[src/rtl/bcc_pkg.sv]
// Shared constants for the box and circle contact test.
package bcc_pkg;

	localparam int COORD_BITS_DEF = 32;
	localparam int FRAC_BITS_DEF  = 16;

endpackage

[src/rtl/bcc_sqrt.sv]
// Pipelined integer square root, one result bit per stage.
module bcc_sqrt import bcc_pkg::*; #(
	parameter int RB  = COORD_BITS_DEF - 1,
	parameter int SBW = 1
) (
	input  logic            clk,
	input  logic            arst_n,
	input  logic            en,
	input  logic            in_v,
	input  logic [2*RB-1:0] in_rad,
	input  logic [SBW-1:0]  in_sb,
	output logic            out_v,
	output logic [RB-1:0]   out_root,
	output logic [SBW-1:0]  out_sb
);

	localparam int RW = 2 * RB;

	logic [RW-1:0]  rem_sn  [0:RB];
	logic [RB-1:0]  root_sn [0:RB];
	logic [SBW-1:0] sb_sn   [0:RB];
	logic           v_sn    [0:RB];

	assign rem_sn[0]  = in_rad;
	assign root_sn[0] = '0;
	assign sb_sn[0]   = in_sb;
	assign v_sn[0]    = in_v;

	for (genvar i = 0; i < RB; i++) begin : g_stage
		localparam int B = RB - 1 - i;
		logic [RW-1:0] trial;

		always_comb begin
			trial = (RW'(root_sn[i]) << (B + 1)) + (RW'(1) << (2 * B));
		end

		always_ff @(posedge clk or negedge arst_n) begin
			if (!arst_n) begin
				v_sn[i+1] <= 1'b0;
			end else if (en) begin
				v_sn[i+1] <= v_sn[i];
			end
		end

		always_ff @(posedge clk) begin
			if (en) begin
				sb_sn[i+1] <= sb_sn[i];
				if (rem_sn[i] >= trial) begin
					rem_sn[i+1]  <= rem_sn[i] - trial;
					root_sn[i+1] <= root_sn[i] | (RB'(1) << B);
				end else begin
					rem_sn[i+1]  <= rem_sn[i];
					root_sn[i+1] <= root_sn[i];
				end
			end
		end
	end

	assign out_v    = v_sn[RB];
	assign out_root = root_sn[RB];
	assign out_sb   = sb_sn[RB];

endmodule

[config.mk]
export PLATFORM = sky130hd
export DESIGN_NAME = bcc_sqrt
export DESIGN_NICKNAME = d
export VERILOG_FILES = /design/src/rtl/bcc_pkg.sv /design/src/rtl/bcc_sqrt.sv
export SDC_FILE = /design/constraint.sdc
export NUM_CORES = 2
export LEC_CHECK = 0
export BUFFER_PORTS_ARGS = -buffer_cell sky130_fd_sc_hd__buf_4
export CAP_MARGIN = 30
export CELL_PAD_IN_SITES_DETAIL_PLACEMENT = 1
export CELL_PAD_IN_SITES_GLOBAL_PLACEMENT = 1
export CORE_UTILIZATION = 50
export DETAILED_ROUTE_END_ITERATION = 7
export GPL_TIMING_DRIVEN = 0
export PLACE_DENSITY_LB_ADDON = 0.1
export SLEW_MARGIN = 5
export SYNTH_ARGS = -nofsm -noshare
export SYNTH_HDL_FRONTEND = slang
export SYNTH_SLANG_ARGS = --single-unit
[constraint.sdc]
create_clock -name clk -period 4.2 [get_ports clk]
set_input_delay 0.63 -clock clk [delete_from_list [all_inputs] [get_ports clk]]
set_output_delay 0.63 -clock clk [all_outputs]
set_load 0.02 [all_outputs]
**Word level (Yosys, flattened, before mapping)**

Cells that the tools add are included.

- Add/subtract/negate cells: 60
- Order comparisons: 31
- Muxes and demuxes: 31

Operators by type and width:

| kind | number |
|---|---|
| 62-bit two-way mux | 30 |
| 61-bit by 59-bit adder with 62-bit output, second input constant | 1 |
| 62-bit by 33-bit >= comparator with 1-bit output | 1 |
| 62-bit by 34-bit >= comparator with 1-bit output | 1 |
| 62-bit by 35-bit >= comparator with 1-bit output | 1 |
| 62-bit by 36-bit >= comparator with 1-bit output | 1 |
| 62-bit by 37-bit >= comparator with 1-bit output | 1 |
| 62-bit by 38-bit >= comparator with 1-bit output | 1 |
| 62-bit by 39-bit >= comparator with 1-bit output | 1 |
| 62-bit by 40-bit >= comparator with 1-bit output | 1 |
| 62-bit by 41-bit >= comparator with 1-bit output | 1 |
| 62-bit by 42-bit >= comparator with 1-bit output | 1 |
| 62-bit by 43-bit >= comparator with 1-bit output | 1 |
| 62-bit by 44-bit >= comparator with 1-bit output | 1 |
| 62-bit by 45-bit >= comparator with 1-bit output | 1 |
| 62-bit by 46-bit >= comparator with 1-bit output | 1 |
| 62-bit by 47-bit >= comparator with 1-bit output | 1 |
| 62-bit by 48-bit >= comparator with 1-bit output | 1 |
| 62-bit by 49-bit >= comparator with 1-bit output | 1 |
| 62-bit by 50-bit >= comparator with 1-bit output | 1 |
| 62-bit by 51-bit >= comparator with 1-bit output | 1 |
| 62-bit by 52-bit >= comparator with 1-bit output | 1 |
| 62-bit by 53-bit >= comparator with 1-bit output | 1 |
| 62-bit by 54-bit >= comparator with 1-bit output | 1 |
| other kinds (69) | 69 |

- Register bits: 2883
- Input bits: 67
- Output and inout bits: 33

**Logic depth before layout (Yosys ltp)**

- Depth after elaboration: 3
- Depth in mapped cells: 14

**Worst setup path after synthesis**

No wires, ideal clock.

- Path type: register -> register
- Start: register rem_sn[730] in the netlist's numbering
- End: register rem_sn[643] in the netlist's numbering (data pin)
- Arrival: 3453 ps
- Required time: 3940 ps
- Setup slack: 487 ps
- Cell stages (with the launch flop): 10
- Path through: edfxtp_1 or4_4 or3_4 or4_4 or3_1 or3_1 or3_4 nor3_4 buf_6 mux2_2

- Word-level cells in the longest chain between the ends: 2

Ends and longest elaborated chain:

| item | RTL line | RTL |
|---|---|---|
| start: declaration | bcc_sqrt.sv:19 | `logic [RW-1:0] rem_sn [0:RB];` |
| start signal: indexed assignment | bcc_sqrt.sv:49 | `rem_sn[i+1] <= rem_sn[i] - trial;` |
| start signal: indexed assignment | bcc_sqrt.sv:52 | `rem_sn[i+1] <= rem_sn[i];` |
| 62-bit by 43-bit >= comparator with 1-bit output | bcc_sqrt.sv:48 | `if (rem_sn[i] >= trial) begin` |
| 62-bit two-way mux | bcc_sqrt.sv:48 |  |

Every way passes these cells.
A chain may end at the register's enable or synchronous reset.

**Final worst setup path**

- Start: register rem_sn[263] in the netlist's numbering
- End: register rem_sn[212] in the netlist's numbering (data pin)

- Word-level cells in the longest chain between the ends: 2

Ends and longest elaborated chain:

| item | RTL line |
|---|---|
| 62-bit by 36-bit subtractor with 62-bit output / 62-bit by 36-bit >= comparator with 1-bit output (equally long branches) | bcc_sqrt.sv:49, bcc_sqrt.sv:48 |
| 62-bit two-way mux * | bcc_sqrt.sv:48 |

Mark *: on every way between the ends. The rest lies on a longest branch, timed or not.

==> out/summary.log <==
INFO  outcome        run_status=finished, final reports clean
INFO  floorplanning  initial_core_util=50.27%
INFO  floorplanning  ioPinCount=100
INFO  global_route   grt_max_degree=192
INFO  synth          synth-seq-area-share=62.70%
INFO  sta            worst-slew-pin-transition=1.070ns
INFO  floorplanning  std_cell_rows=176
INFO  clock_tree     tritoncts=yes
INFO  global_route   gr-usage-all-layers=26.86%
INFO  sta            clock_skew=0.07506ns
INFO  flow_run       number_of_max_capacitance_violations_reported=0
INFO  placement      io_buffer_count=99
INFO  synth          async_set_or_reset_flop_fraction_in_the_synthesized_netlist=1.282%
INFO  layout         commonest_cells_after_routing_fill_and_taps_aside=2387 x edfxtp_1, 656 x inv_1, 610 x nor2_1, 556 x a21oi_1, 553 x nand2_1
INFO  power          total_design_power=71.97mW
INFO  routing        drt.antenna.violating_nets=0
INFO  synth          number_of_flops_mapped_to_enable_cells_by_yosys=2387
INFO  sta            report.final.hold_viol_count=0
INFO  critical_path  cp_slowest_stage_delay=0.45ns
INFO  synth          synth_seq_cells=2418
INFO  global_route   grt_pass1_vias=77890
INFO  clock_tree     clk_pin_slew_worst_paths=0.06ns
INFO  routing        vias_per_cell=5.916
INFO  layout         post_layout_instance_area=130700um2
INFO  synth          avgSynthCellArea=12.62um2
INFO  synth          synth_nets=9746
INFO  critical_path  cp_max_fo=10
INFO  layout         final_core_utilization=56.86%
INFO  layout         layout-area-overhead-vs-synth=13.11%
INFO  floorplanning  chipHeight=482.8um
INFO  placement      place.detailed.hpwl=237900um
INFO  global_route   grt_overflow_total=0
INFO  critical_path  critical_path.startpoint_type=flip-flop
INFO  synth          ys.flop_type=edfxtp_1
INFO  placement      placed_area=120600um2
INFO  clock_tree     cts.sink_count=2418
INFO  global_route   grt_pass1_wl=475900um
INFO  power          total_leakage_power=49.16nW
INFO  sta            maxClockFrequency=0.2388GHz
INFO  clock_tree     clock-root-buffer=clkbuf_16
INFO  synth          share_of_the_synthesized_area_in_the_top_cell_type=62.02%
INFO  synth          yosysTopAreaCell=edfxtp_1
INFO  sta            period_share=99.72%
INFO  sta            timing.final.setup_violations=0
INFO  routing        drt-pass1-iter-count=7
INFO  synth          syn_inst=9154
INFO  floorplanning  design.die.area=233100um2
INFO  synth          syn_area=115600um2
INFO  critical_path  worstPathCellList=ha_1, clkbuf_1, a211oi_2, nor2_1, o31a_1, nor4_1, a21oi_2, a31oi_2, o31a_1, clkbuf_2, clkbuf_2, o21ai_0
INFO  synth          synth_area_leaders=edfxtp_1 62%, ha_1 5.7%, xnor2_1 3.4%
INFO  routing        wl_final=317400um
INFO  clock_tree     tritoncts.num_buffers=285
INFO  worst_hold_path timing.hold.worst.class=input port to flip-flop
INFO  power          power.density_cell_area=550.6nW/um2
INFO  critical_path  timing_worst_setup_path_type=flip-flop to flip-flop
INFO  power          worst_ir_drop_vdd=0.0004490V
INFO  clock_tree     clock_tree.buffer_depth=4
INFO  critical_path  setup.worst_path.end_class=flip-flop
INFO  sta            relSlewSlack=28.00%
INFO  floorplanning  floorplan.core_area=229900um2
INFO  synth          synthesis.yosys.warnings=0
INFO  layout         drive_gt1_share=8.419%
INFO  critical_path  slowest_stage=nor4_1
INFO  layout         layout_commonest_cell=edfxtp_1
INFO  routing        routed_vias=76170
INFO  clock_tree     htreeDepth=5
INFO  critical_path  crit_required=4.78ns
INFO  global_route   grt_antenna_before_repair=23
INFO  clock_tree     clock_insertion_delay_worst_skew=0.92ns
INFO  routing        remaining_drc_errors=0
INFO  floorplanning  chipWidth=482.8um
INFO  sta            report.final.slew_viol_count=0
INFO  sta            finalWorstPathRequiredPeriod=4.188ns
INFO  synth          synth.lib_cells_used.distinct=90
INFO  routing        wl_cell=24.65um
INFO  routing        dr.first_iter.drc_count=5501
INFO  critical_path  worstPathArrival=4.77ns
INFO  layout         design.final.nets=10240
INFO  placement      routabilityCongestion=0.8981
## path summary, 6_finish.rpt
check | start | end | slack [ns] | cells past startpoint
setup / recovery | rem_sn[263] | rem_sn[212] | 0.01 | 12
hold / removal | in_rad[60] | rem_sn[1920] | 0.15 | 3
setup reg to reg | rem_sn[263] | rem_sn[212] | 0.01 | 12
hold reg to reg | sb_sn[17] | sb_sn[16] | 0.42 | 0
max in group asynchronous | arst_n | v_sn[17] | 3.70 | 2
min in group asynchronous | arst_n | v_sn[22] | 0.20 | 2
## state kept, by name, summed over array words and instances, names as in the netlist
signal and count:
rem_sn 1860, v_sn 30, root_sn 465, sb_sn 30, out_sb 1, out_root 31, out_v 1
## synth_stat cells (158+ instances only)
library cell,count
edfxtp_1,2387
inv_1,658
nor2_1,612
a21oi_1,559
nand2_1,554
ha_1,525
xnor2_1,445
xor2_1,376
o21ai_0,371
nor4_1,315
nor3_1,244
a21o_1,216
clkbuf_1,171
nand4_1,165
nand3_1,158
## per-stage QoR
stage | setup WS, ns | hold slack [ns] | std cells | setup TNS [ns]
3_3_place_gp | -18.93 | 0.4003 | 12280 | -
3_5_place_dp | -1.071 | 0.4056 | 12310 | -343.73
4_1_cts | 0.001598 | 0.08716 | 12860 | 0
2_1_floorplan | 0.4867 | 0.3344 | 9154 | 0
5_1_grt | -0.09840 | 0.1108 | 12870 | -0.3974
6_report | 0.01160 | 0.1473 | 12880 | 0
## cell type report
cell class	count	area [um2]
clock inverters	143	1264
fillers	22930	99190
repair buffers	213	2086
multi-input cells	5878	40330
plain buffers	193	827.0
inverters	662	2489
flip-flops and latches	2418	72450
diodes	4	10.01
well taps	3026	3786
clock buffers	340	7465
## kinds of logic (layout without fill, tap and decap cells)
group / Yosys count / count (layout) / synth area share, %
multiplexers: 115 / 115 / 1.109
flip-flops: 2418 / 2418 / 62.70
buffers and inverters: 858 / 1551 / 2.816
AO/OA/AOI/OAI: 1702 / 1702 / 9.223
AND/OR/NAND/NOR: 2715 / 2715 / 12.25
XOR/XNOR: 821 / 821 / 6.222
adder cells (fa/ha/maj): 525 / 525 / 5.684
other: 0 / 4 / 0
## worst max-delay path: cells and delay by family, from the launching register on
| kind | cells | cell delay (ns) |
|---|---|---|
| AOI/OAI and AO/OA | 6 | 1.62 |
| DFF | 1 | 0.43 |
| and+or+nand+nor | 2 | 0.55 |
| adders and majority gates | 1 | 0.32 |
| buffers and inverters | 3 | 0.93 |
## power by group
part | internal [mW] | leakage (nW) | total, mW | switching (mW)
clock | 14.0 | 4.24 | 23.6 | 9.61
sequential | 30.7 | 23.3 | 33.4 | 2.74
combinational | 6.07 | 21.6 | 15.0 | 8.95
## timing repair
item / in CTS / in global routing
buffers inserted: 2 / 13
resized for setup: 67 / 66
cloned: 0 / 2
endpoints found under the hold margin: 94 / 0
pin swaps: 2 / 7
endpoints found under the setup margin: 413 / 502
hold buffers: 64 / 0
## layer usage
| layer | vias up | part of all wire, % | track usage [%] |
|---|---|---|---|
| li1 | 35380 | - | - |
| met3 | 413 | 4.5 | 3.651 |
| met4 | 10 | 1.9 | 5.878 |
| met5 | - | 0.022 | 0 |
| met1 | 38770 | 45 | 37.46 |
| met2 | 1604 | 48 | 44.80 |
Note: power is estimated with default switching activity, not from simulation.
