==> config.mk <==
export PLATFORM = sky130hd
export DESIGN_NAME = bcc_div
export DESIGN_NICKNAME = d
export VERILOG_FILES = /design/src/rtl/bcc_pkg.sv /design/src/rtl/bcc_div.sv
export SDC_FILE = /design/constraint.sdc
export NUM_CORES = 2
export LEC_CHECK = 0
export ABC_CLOCK_PERIOD_IN_PS = 4770
export BUFFER_PORTS_ARGS = -buffer_cell sky130_fd_sc_hd__buf_2
export CELL_PAD_IN_SITES_DETAIL_PLACEMENT = 2
export CELL_PAD_IN_SITES_GLOBAL_PLACEMENT = 2
export CORE_UTILIZATION = 44
export CTS_BUF_LIST = sky130_fd_sc_hd__clkbuf_16
export DETAILED_ROUTE_END_ITERATION = 8
export PLACE_DENSITY = 0.85
export SETUP_SLACK_MARGIN = 0.05
export SLEW_MARGIN = 0
export SYNTH_ARGS = -nofsm -noshare
export SYNTH_HDL_FRONTEND = slang
export SYNTH_SLANG_ARGS = --single-unit
==> constraint.sdc <==
create_clock -name clk -period 4.77 [get_ports clk]
set_clock_uncertainty 0.05 [all_clocks]
set_input_delay 0.7155 -clock clk [delete_from_list [all_inputs] [get_ports clk]]
set_output_delay 0.7155 -clock clk [all_outputs]
set_load 0.005 [all_outputs]
==> src/rtl/bcc_pkg.sv <==
// Shared constants for the box and circle contact test.
package bcc_pkg;

	localparam int COORD_BITS_DEF = 32;
	localparam int FRAC_BITS_DEF  = 16;

endpackage

==> src/rtl/bcc_div.sv <==
// Pipelined two-lane divider for the unit normal, one quotient bit per stage.
module bcc_div import bcc_pkg::*; #(
	parameter int MW        = COORD_BITS_DEF - 1,
	parameter int FRAC_BITS = FRAC_BITS_DEF,
	parameter int SBW       = 1
) (
	input  logic               clk,
	input  logic               arst_n,
	input  logic               en,
	input  logic               in_v,
	input  logic [MW-1:0]      mag_x,
	input  logic [MW-1:0]      mag_y,
	input  logic [MW-1:0]      divisor,
	input  logic [SBW-1:0]     in_sb,
	output logic               out_v,
	output logic [FRAC_BITS:0] quo_x,
	output logic [FRAC_BITS:0] quo_y,
	output logic [MW-1:0]      out_dist,
	output logic [SBW-1:0]     out_sb
);

	localparam int F = FRAC_BITS;

	logic [MW-1:0]  remx_sn [0:F];
	logic [MW-1:0]  remy_sn [0:F];
	logic [F:0]     qx_sn   [0:F];
	logic [F:0]     qy_sn   [0:F];
	logic [MW-1:0]  dist_sn [0:F];
	logic [SBW-1:0] sb_sn   [0:F];
	logic           v_sn    [0:F];

	logic gex, gey;

	assign gex = mag_x >= divisor;
	assign gey = mag_y >= divisor;

	always_ff @(posedge clk or negedge arst_n) begin
		if (!arst_n) begin
			v_sn[0] <= 1'b0;
		end else if (en) begin
			v_sn[0] <= in_v;
		end
	end

	always_ff @(posedge clk) begin
		if (en) begin
			qx_sn[0]   <= {{F{1'b0}}, gex};
			qy_sn[0]   <= {{F{1'b0}}, gey};
			remx_sn[0] <= gex ? mag_x - divisor : mag_x;
			remy_sn[0] <= gey ? mag_y - divisor : mag_y;
			dist_sn[0] <= divisor;
			sb_sn[0]   <= in_sb;
		end
	end

	for (genvar i = 1; i <= F; i++) begin : g_stage
		logic [MW:0] r2x, r2y;
		logic        tx, ty;

		always_comb begin
			r2x = {remx_sn[i-1], 1'b0};
			r2y = {remy_sn[i-1], 1'b0};
			tx  = r2x >= {1'b0, dist_sn[i-1]};
			ty  = r2y >= {1'b0, dist_sn[i-1]};
		end

		always_ff @(posedge clk or negedge arst_n) begin
			if (!arst_n) begin
				v_sn[i] <= 1'b0;
			end else if (en) begin
				v_sn[i] <= v_sn[i-1];
			end
		end

		always_ff @(posedge clk) begin
			if (en) begin
				remx_sn[i] <= tx ? MW'(r2x - {1'b0, dist_sn[i-1]}) : MW'(r2x);
				remy_sn[i] <= ty ? MW'(r2y - {1'b0, dist_sn[i-1]}) : MW'(r2y);
				qx_sn[i]   <= {qx_sn[i-1][F-1:0], tx};
				qy_sn[i]   <= {qy_sn[i-1][F-1:0], ty};
				dist_sn[i] <= dist_sn[i-1];
				sb_sn[i]   <= sb_sn[i-1];
			end
		end
	end

	assign out_v    = v_sn[F];
	assign quo_x    = qx_sn[F];
	assign quo_y    = qy_sn[F];
	assign out_dist = dist_sn[F];
	assign out_sb   = sb_sn[F];

endmodule
# After elaboration in Yosys (flattened, before gate mapping)
# Memory sizes are Yosys's and may differ from the RTL's.
# Index checks and enable logic that the tools add are counted.
# Widths: inputs -> output; s select.
[totals] register_bits=17 ram_bits=2176 input_bits=98 out_inout_bits=67 n_memories=6
[op_classes] add_sub_neg=34 n_lt_le_gt_ge=34 mux=36
[mem_list] name="dist_sn" words=17 word_bits=31 rd=17 rd_clocked_by_memory_dff=0 wr=17 line_no="bcc_div.sv:28" rtl="logic [MW-1:0] dist_sn [0:F];"
[mem_list] name="remx_sn" words=17 word_bits=31 rd=16 rd_clocked_by_memory_dff=0 wr=17 line_no="bcc_div.sv:24" rtl="logic [MW-1:0] remx_sn [0:F];"
[mem_list] name="remy_sn" words=17 word_bits=31 rd=16 rd_clocked_by_memory_dff=0 wr=17 line_no="bcc_div.sv:25" rtl="logic [MW-1:0] remy_sn [0:F];"
[mem_list] name="qx_sn" words=17 word_bits=17 rd=17 rd_clocked_by_memory_dff=0 wr=17 line_no="bcc_div.sv:26" rtl="logic [F:0] qx_sn [0:F];"
[mem_list] name="qy_sn" words=17 word_bits=17 rd=17 rd_clocked_by_memory_dff=0 wr=17 line_no="bcc_div.sv:27" rtl="logic [F:0] qy_sn [0:F];"
[mem_list] name="sb_sn" words=17 word_bits=1 rd=17 rd_clocked_by_memory_dff=0 wr=17 line_no="bcc_div.sv:29" rtl="logic [SBW-1:0] sb_sn [0:F];"
[op_table] op="$mux 31" count=34
[op_table] op="$sub 31x31->31" count=34
[op_table] op="$ge 32x31->1" count=32
[op_table] op="$ge 31x31->1" count=2
[op_table] op="$mux 1" count=2

# Longest topological paths before layout
# An unclocked memory read counts as a cell.
[depth] word_depth=3 depth_mapped=15 depth_no_buf=14

# Least setup slack after synthesis
# OpenSTA, ideal clock, no wires.
[synth_path] path_kind="input port to flip-flop" startpoint="in mag_y[0]" endpoint="mem remy_sn[0][30] (netlist name), data pin" setup_ns=0.271 t_arrival_ns=3.373 required_time_ns=4.449 setup_slack_ns=1.076 cell_stages=14 path_cell_list="inv_1 > ha_1 > inv_1 > fa_1 > a21o_1 > a221oi_1 > a21boi_0 > o41ai_1 > o211ai_1 > nand3_1 > nand3b_1 > a311oi_1 > xor2_1 > a21oi_1"
[synth_rtl] item="start, declared" line_no="bcc_div.sv:12" rtl="input logic [MW-1:0] mag_y,"
[synth_rtl] item="end, declared" line_no="bcc_div.sv:25"

==> summary.md <==
| Metric | Value |
|---|---|
| Number of synthesized flops with an enable pin | between 1500 and 2000 |
| Met3 routing resource usage after global routing | around 3.9% |
| Mean instance size in the synthesized netlist | 10.8 um^2 |
| Number of cell rows | 190 |
| Cell depth of the worst min-delay path | 2 |
| HPWL after detailed placement | between 300 and 400 mm |
| CTS tree | yes |
| GR met1 Demand/Resource | ~41% |
| Overall die area | ~270000 um^2 |
| Highest ir drop seen on vdd | about 0.4 mV |
| Most congested layer reported by global routing | met2 |
| Count of H-tree levels built during CTS | 4 |
| Number of nets with antenna violations after detailed routing | 0 |
| Critical path startpoint category | flip-flop |
| Global-route wire length before repair | 682 mm |
| Worst hold margin | slightly below 40 ps |
| Area of the core | between 200000 and 300000 um^2 |
| RSZ-0062 raised after global routing | true |
| Per-cell routed wire length | just over 30 um |
| Arrival time reported for the critical path endpoint | ~5300 ps |
| Number of sinks handled by clock tree synthesis | 1859 |
| Type of the most critical hold path | in -> reg |
| Global Route met2 Usage | between 50% and 60% |
| Period utilisation layout | ~99% |
| Antenna violations before repair | 24 |
| Flops & latches, synth | 1859 |
| Net count after synthesis | around 12000 |
| Post-Place Cell Area | around 120000 um^2 |
| Reg clk slew, reported paths | approximately 70 ps |
| Number of nets in the layout | 12469 |
| Pwr Total | 0.103 W |
| Run status | finished clean |
| Master cell of the clock root buffer | sky130_fd_sc_hd__clkbuf_16 |
| Share of flip-flops with an asynchronous set or reset after synthesis | less than 1% |
| Register-to-Register Setup Slack | approximately 43 ps |
| Hold Path Sink | remx_sn[0][27]$_DFFE_PP_ |
| Number of buffers created by CTS | 220 |
| Layout area overhead | 11.9% |
| Leading cell types by count after synthesis | sky130_fd_sc_hd__edfxtp_1 (1842), sky130_fd_sc_hd__a21oi_1 (1055), sky130_fd_sc_hd__ha_1 (1052) |
| Final WL | between 400 and 500 mm |
| Endpoint of the worst register-to-register path | remy_sn[0][399]$_DFFE_PP_ |
| Leakage power of the design | ~54 nW |
| Worst r2r src | dist_sn[1][94]$_DFFE_PP_ |
| Cell type of the slowest stage on the worst timing path | sky130_fd_sc_hd__edfxtp_1 |
| Length of the first detailed-routing pass in iterations | 5 |
| YS warnings | 0 |
| Vias post-DR | between 90000 and 100k |
| Min cycle time layout | ~4700 ps |
| Number of global-route vias before repair | 102240 |
| Via density per instance | approximately 6.2 |
| Most frequent cell on the critical path | sky130_fd_sc_hd__o21bai_1 |
| Later-pin clock latency in the skew report | 1000 ps |
| Critical path capture point type | flip-flop |
| Max Freq | roughly 210 MHz |
| Placer congestion estimate | 0.941 |
| Effective utilization at floorplan | 44.2% |
| Die H | between 500 and 600 um |
| Area of the mapped netlist | 118000 um^2 |
| Cell type with the largest total area after synthesis | sky130_fd_sc_hd__edfxtp_1 |
| Relative slew slack | 12.6% |
| Sequential area share after synthesis | 47.1% |
| Least-Margin Pin Slew | roughly 1300 ps |
| Most common flop cell mapped by yosys | sky130_fd_sc_hd__edfxtp_1 |
| Number of library cell types mapped by synthesis | approximately 100 |
| Area contributors post-synth | sky130_fd_sc_hd__edfxtp_1 (47%), sky130_fd_sc_hd__ha_1 (11%), sky130_fd_sc_hd__a21oi_1 (4.5%) |
| Critical path, cell by cell | inv_1, fa_1, a211o_1, a21oi_1, o21ai_1, a311oi_4, o21bai_1, o21bai_1, a211oi_1, a2111oi_4, buf_4, o21bai_4, buf_12, mux2_2 |
| Starting DRT DRC Count | roughly 7200 |
| Quantity of I/O buffers inserted on ports | 164 |
| Start point of the worst min-delay path | mag_x[27] |
| Clock buffer depth | 4 |
| Power per Cell Area | just under 800 nW/um^2 |
| Overall overflow remaining after global route | 0 |
| Die width | 521 um |
| Number of cells on the worst reg-to-reg path | 14 |
| Post-layout util | between 40 and 50% |
| Ratio of cells with drive above 1 in the final layout | 11.2% |
| Final TNS setup | 0 ps |
| Cell with the most instances after synthesis | sky130_fd_sc_hd__edfxtp_1 |
| Maximum cell stage delay along the critical path | roughly 580 ps |
| Number of ports placed on the die boundary | 165 |
| Final Max Slew Viols | 0 |
| Max-cap violations | 0 |
| Final hold viol count | 0 |
| Tot GR Track Use | about 33% |
| Post-route DRC | 0 |
| Final Setup Violations | 0 |
| Maximum net fanout on the critical path | 9 |
| Category of the critical setup timing path | reg -> reg |
| Mapped Cells | about 11000 |
| Design Area, Final | between 100000 and 150000 um^2 |
| Largest net degree at the start of global routing | 140 |
| Required time of the critical path | about 5400 ps |
| Share of Yosys cell area claimed by the top area cell type | 46.7% |
-- cell usage in the layout (no fill, tap or decap), types with 135 or more instances in the layout --
master and count:
sky130_fd_sc_hd__a21oi_1 1051, sky130_fd_sc_hd__ha_1 1052, sky130_fd_sc_hd__o21ai_0 640, sky130_fd_sc_hd__mux2_2 434, sky130_fd_sc_hd__xor2_1 324, sky130_fd_sc_hd__nor2_1 704
sky130_fd_sc_hd__o21bai_1 135, sky130_fd_sc_hd__inv_1 801, sky130_fd_sc_hd__buf_4 154, sky130_fd_sc_hd__nand2_1 687, sky130_fd_sc_hd__a21o_1 529, sky130_fd_sc_hd__clkbuf_16 225
sky130_fd_sc_hd__nand4_1 143, sky130_fd_sc_hd__nand3_1 160, sky130_fd_sc_hd__buf_2 163, sky130_fd_sc_hd__edfxtp_1 1842, sky130_fd_sc_hd__nor3_1 136, sky130_fd_sc_hd__xnor2_1 533
-- layout make-up --
| cell class | instances | area, um^2 |
|---|---|---|
| Clock inverter | 179 | 1700 |
| Tap cell | 3552 | 4440 |
| Antenna cell | 7 | 17.5 |
| Clock buffer | 225 | 5630 |
| Multi-Input combinational cell | 8040 | 58900 |
| Sequential cell | 1859 | 55700 |
| Timing Repair Buffer | 399 | 3250 |
| Fill cell | 26801 | 135000 |
| Inverter | 767 | 2880 |
-- critical path, delay by kind of cell, from the launching register on --
family	cells	cell delay, ps
AO/OA/AOI/OAI	9	2350
adder cells (fa/ha/maj)	1	510
buffers and inverters	3	620
flip-flops	1	580
multiplexers	1	350
-- flip-flops by register name, indices dropped and copies added (netlist names) --
signal / cells
qx_sn: 153
remy_sn: 496
v_sn: 16
remx_sn: 496
qy_sn: 153
dist_sn: 527
sb_sn: 17
out_v: 1
-- report_power, final --
part | internal [W] | switching (W)
clock | 0.0102 | 0.00766
sequential | 0.0259 | 0.00492
combinational | 0.0218 | 0.0328
total | 0.0579 | 0.0453
-- metrics by stage --
stage | instances | worst slack [ps]
after floorplan | 10935 | 1080
after global placement | 14569 | 149
after detailed placement | 14569 | -90.1
after CTS | 15015 | 92.6
after global routing | 15026 | -58.1
final | 15028 | 42.6
-- per-layer routing --
metal | share of wire (%) | vias to the layer above
met5 | 0.027 | -
met4 | 5.5 | 18
met3 | 4.8 | 1038
met2 | 49 | 2768
met1 | 41 | 48144
li1 | - | 41457
-- what timing repair did --
| action | 4_1_cts | 5_1_grt |
|---|---|---|
| setup endpoints to repair | 30 | 92 |
| setup buffers | 4 | 6 |
| gates resized for setup | 4 | 8 |
| pin swaps | 1 | 2 |
| gates cloned | 2 | 0 |
| hold endpoints to repair | 52 | 0 |
| hold buffers | 36 | 0 |
-- logic make-up (layout without fill, tap and decap cells) --
kind of cell	after synthesis	in the layout	synth area share, %
AO/OA/AOI/OAI	3209	3211	17.2
AND/OR/NAND/NOR	2416	2416	9.66
flip-flops	1859	1859	47.1
adder cells (fa/ha/maj)	1084	1084	11.7
buffers and inverters	1038	1570	3.52
XOR/XNOR	857	857	6.34
multiplexers	472	472	4.57
other	0	7	0
-- how the worst max path moves through the flow --
| stage | startpoint | endpoint | slack (ps) | cells after the start |
|---|---|---|---|---|
| 6_report | dist_sn[1][94]$_DFFE_PP_ | remy_sn[0][399]$_DFFE_PP_ | 40 | 14 |
| 5_1_grt | dist_sn[0][155]$_DFFE_PP_ | remx_sn[0][216]$_DFFE_PP_ | -60 | 12 |
| 4_1_cts | dist_sn[0][93]$_DFFE_PP_ | remx_sn[0][154]$_DFFE_PP_ | 90 | 13 |
| 3_5_place_dp | dist_sn[1][94]$_DFFE_PP_ | remy_sn[0][384]$_DFFE_PP_ | -90 | 12 |
| 3_3_place_gp | mag_y[0] | remy_sn[0][30]$_DFFE_PP_ | 150 | 16 |
| 2_1_floorplan | mag_y[0] | remy_sn[0][30]$_DFFE_PP_ | 1080 | 14 |
Note: power is estimated with default switching activity, not from simulation.
